--- config.mk ---
export PLATFORM = sky130hd
export DESIGN_NAME = keypad_code_lock
export DESIGN_NICKNAME = d
export VERILOG_FILES = /design/src/design/kcl_pkg.sv /design/src/design/kcl_in_stage.sv /design/src/design/kcl_engine.sv /design/src/design/keypad_code_lock.sv
export VERILOG_INCLUDE_DIRS = /design/src /design/src/design
export SDC_FILE = /design/constraint.sdc
export NUM_CORES = 1
export LEC_CHECK = 0
export BUFFER_PORTS_ARGS = -buffer_cell sky130_fd_sc_hd__buf_2
export CAP_MARGIN = 25
export CORE_ASPECT_RATIO = 0.8
export CORE_UTILIZATION = 40
export CTS_CLUSTER_DIAMETER = 100
export DETAILED_ROUTE_END_ITERATION = 8
export GPL_TIMING_DRIVEN = 0
export PLACE_DENSITY_LB_ADDON = 0.15
export REMOVE_ABC_BUFFERS = 1
export SETUP_SLACK_MARGIN = 0.15
export SLEW_MARGIN = 20
export SYNTH_ARGS = -nofsm -noshare
export SYNTH_HDL_FRONTEND = slang
export SYNTH_SLANG_ARGS = --single-unit
--- constraint.sdc ---
create_clock -name clk -period 7.2 [get_ports clk]
set_input_delay 1.44 -clock clk [delete_from_list [all_inputs] [get_ports clk]]
set_output_delay 1.44 -clock clk [all_outputs]
set_load 0.1 [all_outputs]
--- src/design/keypad_code_lock_defines.svh ---
// Assertion macros used by the keypad code lock engine (kcl_engine).
// The macros expect signals named clk and rst in the module that uses them.
`ifndef KEYPAD_CODE_LOCK_DEFINES_SVH
`define KEYPAD_CODE_LOCK_DEFINES_SVH

// Same-cycle implication, checked at every rising edge outside reset.
`define KCL_ASSERT(label, ante, cons) \
  label: assert property (@(posedge clk) disable iff (rst) (ante) |-> (cons)) \
    else $error("keypad_code_lock: same-cycle check failed");

// Next-cycle implication, checked at every rising edge outside reset.
`define KCL_ASSERT_NEXT(label, ante, cons) \
  label: assert property (@(posedge clk) disable iff (rst) (ante) |=> (cons)) \
    else $error("keypad_code_lock: next-cycle check failed");

`endif

--- src/design/kcl_pkg.sv ---
// Package for the keypad code lock: beat types, codes, register defaults.
// Used by every module of the block; depends on nothing else.
`default_nettype none

package kcl_pkg;

  localparam int CODE_LENGTH_DEF = 4;

  localparam int KEY_W      = 4;
  localparam int EVENT_W    = 3;
  localparam int MODE_W     = 2;
  localparam int ENTERED_W  = 3;
  localparam int TIMEOUT_W  = 16;
  localparam int DEBOUNCE_W = 8;
  localparam int CFG_IDX_W  = 1;
  localparam int CFG_DATA_W = 16;

  // Beat kinds on the input channel.
  localparam logic OP_KEY  = 1'b0;
  localparam logic OP_TICK = 1'b1;

  // Keypad positions with a special role.
  localparam logic [KEY_W-1:0] KEY_ONE  = 4'd0;
  localparam logic [KEY_W-1:0] KEY_STAR = 4'd12;
  localparam logic [KEY_W-1:0] KEY_HASH = 4'd14;

  // Result events.
  localparam logic [EVENT_W-1:0] EV_NONE    = 3'd0;
  localparam logic [EVENT_W-1:0] EV_GRANTED = 3'd1;
  localparam logic [EVENT_W-1:0] EV_DENIED  = 3'd2;
  localparam logic [EVENT_W-1:0] EV_CHANGED = 3'd3;
  localparam logic [EVENT_W-1:0] EV_TIMEOUT = 3'd4;

  // Mode codes as reported on the result channel.
  localparam logic [MODE_W-1:0] MODE_IDLE   = 2'd0;
  localparam logic [MODE_W-1:0] MODE_OPEN   = 2'd1;
  localparam logic [MODE_W-1:0] MODE_CHANGE = 2'd2;
  localparam logic [MODE_W-1:0] MODE_NEW    = 2'd3;

  // Configuration register indexes.
  localparam logic [CFG_IDX_W-1:0] CFG_TIMEOUT  = 1'd0;
  localparam logic [CFG_IDX_W-1:0] CFG_DEBOUNCE = 1'd1;

  localparam logic [TIMEOUT_W-1:0]  TIMEOUT_RESET  = 16'd10000;
  localparam logic [DEBOUNCE_W-1:0] DEBOUNCE_RESET = 8'd150;

  typedef enum logic [3:0] {
    ST_IDLE   = 4'b0001,
    ST_OPEN   = 4'b0010,
    ST_CHANGE = 4'b0100,
    ST_NEW    = 4'b1000
  } lock_state_t;

  typedef struct packed {
    logic             op;
    logic [KEY_W-1:0] key;
  } in_t;

  typedef struct packed {
    logic [EVENT_W-1:0]   event_res;
    logic [MODE_W-1:0]    mode;
    logic [ENTERED_W-1:0] entered;
  } out_t;

  function automatic logic [MODE_W-1:0] mode_code(input lock_state_t st);
    logic [MODE_W-1:0] code;
    case (st)
      ST_IDLE:   code = MODE_IDLE;
      ST_OPEN:   code = MODE_OPEN;
      ST_CHANGE: code = MODE_CHANGE;
      ST_NEW:    code = MODE_NEW;
      default:   code = MODE_IDLE;
    endcase
    return code;
  endfunction

endpackage

`default_nettype wire

--- src/design/kcl_in_stage.sv ---
// Input register of the keypad code lock: holds one beat for the engine.
// Depends on kcl_pkg for the input beat type.
`default_nettype none

module kcl_in_stage (
  input  wire logic        clk,
  input  wire logic        rst,
  input  wire logic        in_valid,
  output logic             in_ready,
  input  wire kcl_pkg::in_t in_data,
  output logic             item_valid,
  output kcl_pkg::in_t     item,
  input  wire logic        item_take
);

  // The register frees up in the same cycle the engine takes its beat.
  assign in_ready = !item_valid || item_take;

  always_ff @(posedge clk) begin
    if (rst) begin
      item_valid <= 1'b0;
    end else if (in_valid && in_ready) begin
      item_valid <= 1'b1;
    end else if (item_take) begin
      item_valid <= 1'b0;
    end
  end

  always_ff @(posedge clk) begin
    if (in_valid && in_ready) begin
      item <= in_data;
    end
  end

endmodule

`default_nettype wire

--- src/design/kcl_engine.sv ---
// Lock state machine, code storage, configuration registers and result register.
// Depends on kcl_pkg and the assertion macros in keypad_code_lock_defines.svh.
`default_nettype none
`include "keypad_code_lock_defines.svh"

module kcl_engine #(
  parameter int CODE_LENGTH = kcl_pkg::CODE_LENGTH_DEF
) (
  input  wire logic                           clk,
  input  wire logic                           rst,
  input  wire logic                           item_valid,
  input  wire kcl_pkg::in_t                   item,
  output logic                                item_take,
  input  wire logic                           cfg_we,
  input  wire logic [kcl_pkg::CFG_IDX_W-1:0]  cfg_index,
  input  wire logic [kcl_pkg::CFG_DATA_W-1:0] cfg_data,
  output logic                                out_valid,
  input  wire logic                           out_ready,
  output kcl_pkg::out_t                       out_data
);

  localparam int CW = $clog2(CODE_LENGTH + 1);

  typedef logic [CODE_LENGTH-1:0][kcl_pkg::KEY_W-1:0] code_t;

  kcl_pkg::lock_state_t lock_mode, lock_mode_next;
  logic [CW-1:0] key_count, key_count_next, key_filled;
  code_t entry_keys, entry_keys_next, entry_filled;
  code_t stored_code, stored_code_next;
  logic [kcl_pkg::TIMEOUT_W-1:0] entry_timer, entry_timer_next, timer_inc;
  logic [kcl_pkg::DEBOUNCE_W-1:0] since_press, since_press_next;
  logic [kcl_pkg::TIMEOUT_W-1:0] timeout_ticks;
  logic [kcl_pkg::DEBOUNCE_W-1:0] debounce_ticks;
  logic [kcl_pkg::EVENT_W-1:0] ev_res;
  logic code_match;

  assign item_take = item_valid && (!out_valid || out_ready);

  // The press being taken lands at the current fill position.
  always_comb begin
    for (int i = 0; i < CODE_LENGTH; i++) begin
      entry_filled[i] = (key_count == CW'(i)) ? item.key : entry_keys[i];
    end
  end

  assign key_filled = key_count + CW'(1);
  assign code_match = (entry_filled == stored_code);
  assign timer_inc  = (entry_timer == '1) ? entry_timer : entry_timer + 1'b1;

  always_comb begin
    lock_mode_next   = lock_mode;
    key_count_next   = key_count;
    entry_keys_next  = entry_keys;
    stored_code_next = stored_code;
    entry_timer_next = entry_timer;
    since_press_next = since_press;
    ev_res           = kcl_pkg::EV_NONE;
    if (item.op == kcl_pkg::OP_TICK) begin
      if (since_press != '1) begin
        since_press_next = since_press + 1'b1;
      end
      if (lock_mode == kcl_pkg::ST_NEW) begin
        entry_timer_next = timer_inc;
        if (timer_inc >= timeout_ticks) begin
          ev_res         = kcl_pkg::EV_TIMEOUT;
          lock_mode_next = kcl_pkg::ST_IDLE;
          key_count_next = '0;
        end
      end
    end else if (since_press >= debounce_ticks) begin
      since_press_next = '0;
      case (lock_mode)
        kcl_pkg::ST_IDLE: begin
          if (item.key == kcl_pkg::KEY_STAR) begin
            lock_mode_next = kcl_pkg::ST_OPEN;
            key_count_next = '0;
          end else if (item.key == kcl_pkg::KEY_HASH) begin
            lock_mode_next = kcl_pkg::ST_CHANGE;
            key_count_next = '0;
          end
        end
        kcl_pkg::ST_OPEN, kcl_pkg::ST_CHANGE, kcl_pkg::ST_NEW: begin
          entry_keys_next = entry_filled;
          key_count_next  = key_filled;
          if (key_filled == CW'(CODE_LENGTH)) begin
            key_count_next = '0;
            lock_mode_next = kcl_pkg::ST_IDLE;
            case (lock_mode)
              kcl_pkg::ST_OPEN: begin
                ev_res = code_match ? kcl_pkg::EV_GRANTED : kcl_pkg::EV_DENIED;
              end
              kcl_pkg::ST_CHANGE: begin
                if (code_match) begin
                  ev_res           = kcl_pkg::EV_GRANTED;
                  lock_mode_next   = kcl_pkg::ST_NEW;
                  entry_timer_next = '0;
                end else begin
                  ev_res = kcl_pkg::EV_DENIED;
                end
              end
              default: begin
                stored_code_next = entry_filled;
                ev_res           = kcl_pkg::EV_CHANGED;
              end
            endcase
          end
        end
        default: begin
          lock_mode_next = kcl_pkg::ST_IDLE;
          key_count_next = '0;
        end
      endcase
    end
  end

  always_ff @(posedge clk) begin
    if (rst) begin
      lock_mode      <= kcl_pkg::ST_IDLE;
      key_count      <= '0;
      stored_code    <= {CODE_LENGTH{kcl_pkg::KEY_ONE}};
      entry_timer    <= '0;
      since_press    <= '0;
      timeout_ticks  <= kcl_pkg::TIMEOUT_RESET;
      debounce_ticks <= kcl_pkg::DEBOUNCE_RESET;
      out_valid      <= 1'b0;
    end else begin
      if (item_take) begin
        lock_mode   <= lock_mode_next;
        key_count   <= key_count_next;
        stored_code <= stored_code_next;
        entry_timer <= entry_timer_next;
        since_press <= since_press_next;
        out_valid   <= 1'b1;
      end else if (out_ready) begin
        out_valid <= 1'b0;
      end
      if (cfg_we && cfg_index == kcl_pkg::CFG_TIMEOUT) begin
        timeout_ticks <= cfg_data[kcl_pkg::TIMEOUT_W-1:0];
      end
      if (cfg_we && cfg_index == kcl_pkg::CFG_DEBOUNCE) begin
        debounce_ticks <= cfg_data[kcl_pkg::DEBOUNCE_W-1:0];
      end
    end
  end

  // Entry keys and the result payload carry no reset.
  always_ff @(posedge clk) begin
    if (item_take) begin
      entry_keys         <= entry_keys_next;
      out_data.event_res <= ev_res;
      out_data.mode      <= kcl_pkg::mode_code(lock_mode_next);
      out_data.entered   <= kcl_pkg::ENTERED_W'(key_count_next);
    end
  end

  `KCL_ASSERT(a_count_bound, 1'b1, key_count < CW'(CODE_LENGTH))
  `KCL_ASSERT(a_idle_count, lock_mode == kcl_pkg::ST_IDLE, key_count == '0)
  `KCL_ASSERT_NEXT(a_timeout_idle, item_take && ev_res == kcl_pkg::EV_TIMEOUT, lock_mode == kcl_pkg::ST_IDLE && out_valid)
  `KCL_ASSERT_NEXT(a_code_written, item_take && ev_res == kcl_pkg::EV_CHANGED, stored_code == $past(entry_filled))
  `KCL_ASSERT_NEXT(a_code_hold, !(item_take && ev_res == kcl_pkg::EV_CHANGED), $stable(stored_code))

endmodule

`default_nettype wire

--- src/design/keypad_code_lock.sv ---
// Keypad code lock. A beat is held in the input register, then processed by the engine
// into the result register, from which it is offered until taken.
// Throughput: one beat per cycle, sustained, as long as results are taken; the
// state update for a beat is a single pass from the input register to the result.
// Reset is synchronous and active high: idle, counters and timers zero, stored code
// all '1' keys, timeout 10000 ticks, debounce 150 ticks; no clearing pass is needed.
`default_nettype none

module keypad_code_lock #(
  parameter int CODE_LENGTH = kcl_pkg::CODE_LENGTH_DEF
) (
  input  wire logic                           clk,
  input  wire logic                           rst,
  input  wire logic                           in_valid,
  output logic                                in_ready,
  input  wire kcl_pkg::in_t                   in_data,
  output logic                                out_valid,
  input  wire logic                           out_ready,
  output kcl_pkg::out_t                       out_data,
  input  wire logic                           cfg_we,
  input  wire logic [kcl_pkg::CFG_IDX_W-1:0]  cfg_index,
  input  wire logic [kcl_pkg::CFG_DATA_W-1:0] cfg_data
);

  // Each input beat is either a key press or a one-millisecond tick. The input
  // register holds one beat; the engine takes it whenever the result register is
  // empty or being drained, so the two sides are decoupled by one register each.
  logic         item_valid;
  logic         item_take;
  kcl_pkg::in_t item;

  kcl_in_stage u_in_stage (
    .clk        (clk),
    .rst        (rst),
    .in_valid   (in_valid),
    .in_ready   (in_ready),
    .in_data    (in_data),
    .item_valid (item_valid),
    .item       (item),
    .item_take  (item_take)
  );

  // The engine applies debounce, the lock state machine, the parallel code compare
  // and the entry timeout, and writes exactly one result beat per input beat.
  // Configuration writes go straight to its registers and apply to beats taken after the write.
  kcl_engine #(
    .CODE_LENGTH (CODE_LENGTH)
  ) u_engine (
    .clk        (clk),
    .rst        (rst),
    .item_valid (item_valid),
    .item       (item),
    .item_take  (item_take),
    .cfg_we     (cfg_we),
    .cfg_index  (cfg_index),
    .cfg_data   (cfg_data),
    .out_valid  (out_valid),
    .out_ready  (out_ready),
    .out_data   (out_data)
  );

endmodule

`default_nettype wire
; ---- Word level (Yosys, flattened, before mapping)
; Index checks and enable logic that the tools add are counted.
[word_totals]
reg_bits = 102
in_bits = 27
output_inout_bits = 10
word_cells = 115
[classes]
n_addsub = 3
magnitude_cmp = 2
eq_ne = 18
muxes = 46
bitwise = 3
reduce_logical = 22
[ops]
columns = operator, count
row1 = 2-to-1 mux 16 bit, 8
row2 = 2-to-1 mux 4 bit, 13
row3 = 2-to-1 mux 3 bit, 14
row4 = 2-to-1 mux 8 bit, 3
row5 = "adder 16 x 1 -> 16 bit, second input constant", 1
row6 = equality test 16 bit, 1
row7 = "equality test 16 bit, second input constant", 1
row8 = "equality test 4 bit, second input constant", 4
row9 = greater-or-equal comparator 16 bit, 1
row10 = nonzero test 2 bit, 7
row11 = "adder 8 x 1 -> 8 bit, second input constant", 1
row12 = "equality test 4 x 2 -> 1 bit, second input constant", 2
row13 = "equality test 4 x 3 -> 1 bit, second input constant", 2
row14 = greater-or-equal comparator 8 bit, 1
row15 = "!= test 8 bit, second input constant", 1
row16 = one-hot mux 4 bit (2 select lines), 1
row17 = AND reduction 7 bit, 1
row18 = "equality test 3 x 2 -> 1 bit, second input constant", 2
row19 = one-hot mux 2 bit (3 select lines), 1
row20 = one-hot mux 3 bit (2 select lines), 1
row21 = AND reduction 6 bit, 1
row22 = "equality test 4 x 1 -> 1 bit, second input constant", 1
row23 = logical AND 1 bit, 4
row24 = 2-to-1 mux 1 bit, 4
row25 = other kinds (13), 18

; ---- Longest topological paths before layout
[logic_depth]
word_depth = 11
mapped_depth = 14
ltp_nobuf = 14

; ---- By module
; Synthesis repeated with hierarchy kept, for this count alone.
[hier_totals]
cells_unflattened = 671
hier_area_um2 = 5900.7
[by_module_without_submodules]
columns = mod, n_inst, cells_per_inst, area_each_um2, seq_area_each_um2
row1 = kcl_engine, 1, 661, 5695.5, 2162.1
row2 = kcl_in_stage, 1, 10, 205.2, 170.2

; ---- Worst setup path after synthesis
; OpenSTA, ideal clock, no wires.
[synth_timing]
path_kind = input-to-output
startpoint = in out_ready
endpoint = out in_ready
arrival_ns = 2.199
required_time_ns = 5.760
path_slack_ns = 3.561
cell_stages = 2
path_buffers = 0
path_cell_list = nor2b_1 nand2_1
[synth_via]
elab_chain_len = 3
[synth_rtl]
columns = element, line
row1 = "start, declared", keypad_code_lock.sv:18  ; input wire logic out_ready,
row2 = logical OR 1 bit, kcl_engine.sv:37  ; assign item_take = item_valid && (!out_valid || out_ready);
row3 = logical AND 1 bit, kcl_engine.sv:37
row4 = logical OR 1 bit, kcl_in_stage.sv:17  ; assign in_ready = !item_valid || item_take;
row5 = "end, declared", keypad_code_lock.sv:15  ; output logic in_ready,
; No other way between the ends.

; ---- Worst setup path after layout
[layout_timing]
startpoint = in out_ready
endpoint = reg u_engine.stored_code[15] in the netlist's numbering
[layout_via]
elab_chain_len = 3
[layout_rtl]
columns = element, line
row1 = logical OR 1 bit, kcl_engine.sv:37
row2 = logical AND 1 bit, kcl_engine.sv:37
row3 = named net item_take, keypad_code_lock.sv:29  ; logic item_take;
row4 = AND reduction 6 bit (no line), n/a
row5 = "end signal, assigned", kcl_engine.sv:120  ; stored_code <= {CODE_LENGTH{kcl_pkg::KEY_ONE}};
row6 = "end signal, assigned", kcl_engine.sv:130  ; stored_code <= stored_code_next;
row7 = "end, declared", kcl_engine.sv:29  ; code_t stored_code, stored_code_next;
; The timed path passes the listed nets, and every way through them passes these cells.
; A chain may end at the register's enable or synchronous reset.

==> summary.txt <==
Pwr
  – Sequential share of power: just under 50%
  – VDD IR-drop max: about 0.13 mV
  – Pint: between 0.9 and 1 mW
  – Net switching power: between 0.2 and 0.3 mW
  – Clock power frac: 44.8%
  – Comb power frac: approximately 6.3%
  – Net Sw Frac: a little under a quarter
  – Power Dens Cells: 194 nW/um2
  – Leak Pwr: roughly 2.4 nW

Cells and area
  – Final nets: ~740
  – Area of the multi-input gates: 3150 um2
  – FILL cells: 1337
  – Area grow syn2layout: 11.1%
  – Share of cells above drive strength 1: between 10% and 20%
  – Fin cells: about 860
  – Ant. Diodes: 0
  – FF+latch area: ~2300 um2

Floorplanning
  – Rows: 38
  – Die ar.: 15000 um2
  – Core ar.: ~14000 um2
  – Initial Util: 42.0%
  – Chip Width: roughly 140 um
  – Die Y: approximately 110 um
  – I/O Pins: 37

Clock network
  – Clock Tree Buf Depth: 2
  – Total CTS buffers: 9
  – Worst-Skew Late Latency: approximately 0.36 ns
  – Cts repair resizes: 0
  – Clock Tree Root: clkbuf_16
  – Post-CTS Setup Repair Bufs: 0
  – H-tree levels: 3
  – Clk sink count: about 100
  – CTS tree: done
  – Hold_buf cts: 0
  – Clock slew at reported path FFs: around 0.07 ns

STA
  – Final setup vio count: 0
  – Fmax: 236 MHz
  – Fin crit share: 58.9%
  – Unrepaired setup endpoints after global routing: no
  – Max-slew headroom: between 30% and 40%
  – Slew @ Worst Pin: about 0.96 ns
  – Final setup TNS: 0 ns
  – Clock skew: around 0.008 ns
  – Final Max Tran Viols: 0
  – Final Critical Period: approximately 4.2 ns
  – Final hold vios: 0

Detailed routing
  – Vias: between 4000 and 5000
  – Final wirelength: around 13000 um
  – Antenna-violating nets left: 0
  – Iteration-0 DRC count of the detailed router: 370
  – First-pass DRT Iterations: 5
  – Vias/cell: 5.53
  – Post-DR wirelength/cell: about 15 um
  – Post-route DRC: 0

Synth
  – Post-synth EDFFs: 29
  – Cell variety after synth: just under 70
  – Synth Cell Area: around 5800 um2
  – Synth warn: 0
  – Yosys reg bits: 102
  – Asr flop ratio synth: 0%
  – Sequential fraction of the synthesis area: 40.2%
  – Syn Area/Cell: 8.82 um2
  – Top FF cell, synth: dfxtp_1
  – Synth Instances: between 600 and 700

Setup path
  – Max incr delay on CP: approximately 0.79 ns
  – CP top delay family: simple AND/OR/NAND/NOR gates
  – Critical path capture point type: flip-flop
  – WP buf/inv: 4
  – Required @ worst endpoint: between 7 and 8 ns
  – Largest fanout on the critical path: 23
  – Slowest CP cell: clkinv_1
  – CP Class: in -> reg
  – CP Cell Sequence: buf_2 -> nor2b_1 -> nand2b_1 -> clkinv_1 -> nand4_1 -> buf_6 -> buf_6 -> nor2_1 -> a21oi_1 -> nor2_1
  – Crit path DAT: around 4.5 ns
  – Critical Path Start Type: input port

Flow run
  – Max_cap viols: 0

Placed design
  – Placed Cells: approximately 850
  – DP Wirelength: approximately 9400 um
  – Routability cong.: 0.901
  – Port bufs: 36

Global routing
  – Gr ovfl total: 0
  – Global-route wire length before repair: approximately 22000 um
  – Largest net degree at the start of global routing: 76
  – Antenna violations before repair: 0
  – GRT Resource Usage Total: a little under a fifth
  – Vias in the first global route: 4521

Run status
  – Outcome: completed

Worst hold path
  – Hold Path Class: reg -> reg
-- cell type report --
type                            instances  share of cell area [%]
Timing Repair Buffer                   39                    3.36
Multi-Input combinational cell        475                    48.8
Tap cell                              180                    3.49
Clock buffer                           11                    3.61
Clock inverter                          5                    1.63
Inverter                               50                    2.91
Sequential cell                       102                    36.2
-- Yosys cell counts, drive strengths merged, types with 18 or more instances --
library cell | n | share of area, %
o21ai | 35 | 3.5
nand3 | 23 | 2.0
nor3 | 18 | 1.6
ha | 32 | 6.9
nor2 | 50 | 3.2
dfxtp | 73 | 25
clkbuf | 24 | 1.6
nand2 | 71 | 4.6
a21oi | 42 | 3.6
edfxtp | 29 | 15
inv | 49 | 3.2
xnor2 | 19 | 2.9
nand2b | 23 | 2.5
-- state kept, by name, indices dropped and copies added, names as in the netlist --
signal and count:
u_engine.debounce_ticks 8, u_engine.entry_keys 16, u_engine.entry_timer 16, u_engine.key_count 3, u_engine.lock_mode 4, u_engine.out_data 8, u_engine.out_valid 1, u_engine.since_press 8
u_engine.stored_code 16, u_engine.timeout_ticks 16, u_in_stage.item 5, u_in_stage.item_valid 1
-- kinds of logic (layout without fill, tap and decap cells) --
family                     count (synthesis)  after routing  share of synthesized area (%)
muxes                                     18             18                           3.32
buffers and inverters                     81            105                           5.78
xor gates and xnor gates                  31             31                           4.68
and+or+nand+nor                          242            242                           21.0
adders and majority gates                 32             32                           6.90
DFF                                      102            102                           40.2
AOI/OAI and AO/OA                        152            152                           18.2
-- power by group through the flow --
stage / Sequential, mW / Combinational, mW / Clock [mW]
floorplan: 0.636 / 0.0358 / 0
global placement: 0.623 / 0.0768 / 0
detailed placement: 0.623 / 0.0794 / 0
CTS: 0.610 / 0.0796 / 0.576
global route: 0.611 / 0.0882 / 0.598
finish: 0.610 / 0.0793 / 0.560
-- layer usage --
metal | wire (um) | global-route usage [%] | part of all wire (%)
met3 | 659 | 5.16 | 5.0
met1 | 6750 | 26.9 | 52
met4 | 121 | 5.16 | 0.92
met5 | 0 | 0 | 0
met2 | 5570 | 28.2 | 42
-- per-stage QoR --
step                power [mW]  setup WS, ns  hold WS, ns  util (%)  cell area, um2
finish                    1.25          2.96        0.456      46.6            6450
global route              1.30          2.60        0.477      46.6            6450
CTS                       1.27          2.95        0.462      46.6            6450
detailed placement       0.702          2.58        0.451      44.1            6110
global placement         0.699          2.38        0.447      43.8            6060
floorplan                0.672          3.51        0.430         -            5660
-- placed cells by master, fill, tap and decap left out, drive strengths merged, types with 5 or more instances in the layout --
master	count
dfxtp	73
nand2	71
inv	51
nor2	50
a21oi	42
buf	39
o21ai	35
ha	32
edfxtp	29
nand2b	23
nand3	23
xnor2	19
nor3	18
xor2	12
a211o	12
a211oi	12
and2	11
clkbuf	11
mux2	10
mux2i	8
and3	8
nand4	7
nor2b	7
o211ai	6
a21o	5
o31ai	5
-- worst reg2reg max path: stages (launching register included) --
cell and delay, ns:
dfxtp_1 0.46, ha_1 0.27, nand3_1 0.17, nor4_1 0.69, nor3_1 0.19, xor2_1 0.20
ha_1 0.35, o2111ai_1 0.11, a311oi_1 0.28, nor2_1 0.08, a211oi_2 0.48, and3b_1 0.29
or3_1 0.35, a21oi_1 0.16
-- worst paths after layout --
| kind | from | to | slack (ns) | cells after the start |
|---|---|---|---|---|
| min reg2reg | u_engine.timeout_ticks[15] | u_engine.timeout_ticks[15] | 0.46 | 2 |
| min | u_engine.timeout_ticks[15] | u_engine.timeout_ticks[15] | 0.46 | 2 |
| max reg2reg | u_engine.entry_timer[0] | u_engine.out_data[3] | 2.96 | 13 |
| max | out_ready | u_engine.stored_code[15] | 2.96 | 10 |
Note: power is estimated with default switching activity, not from simulation.
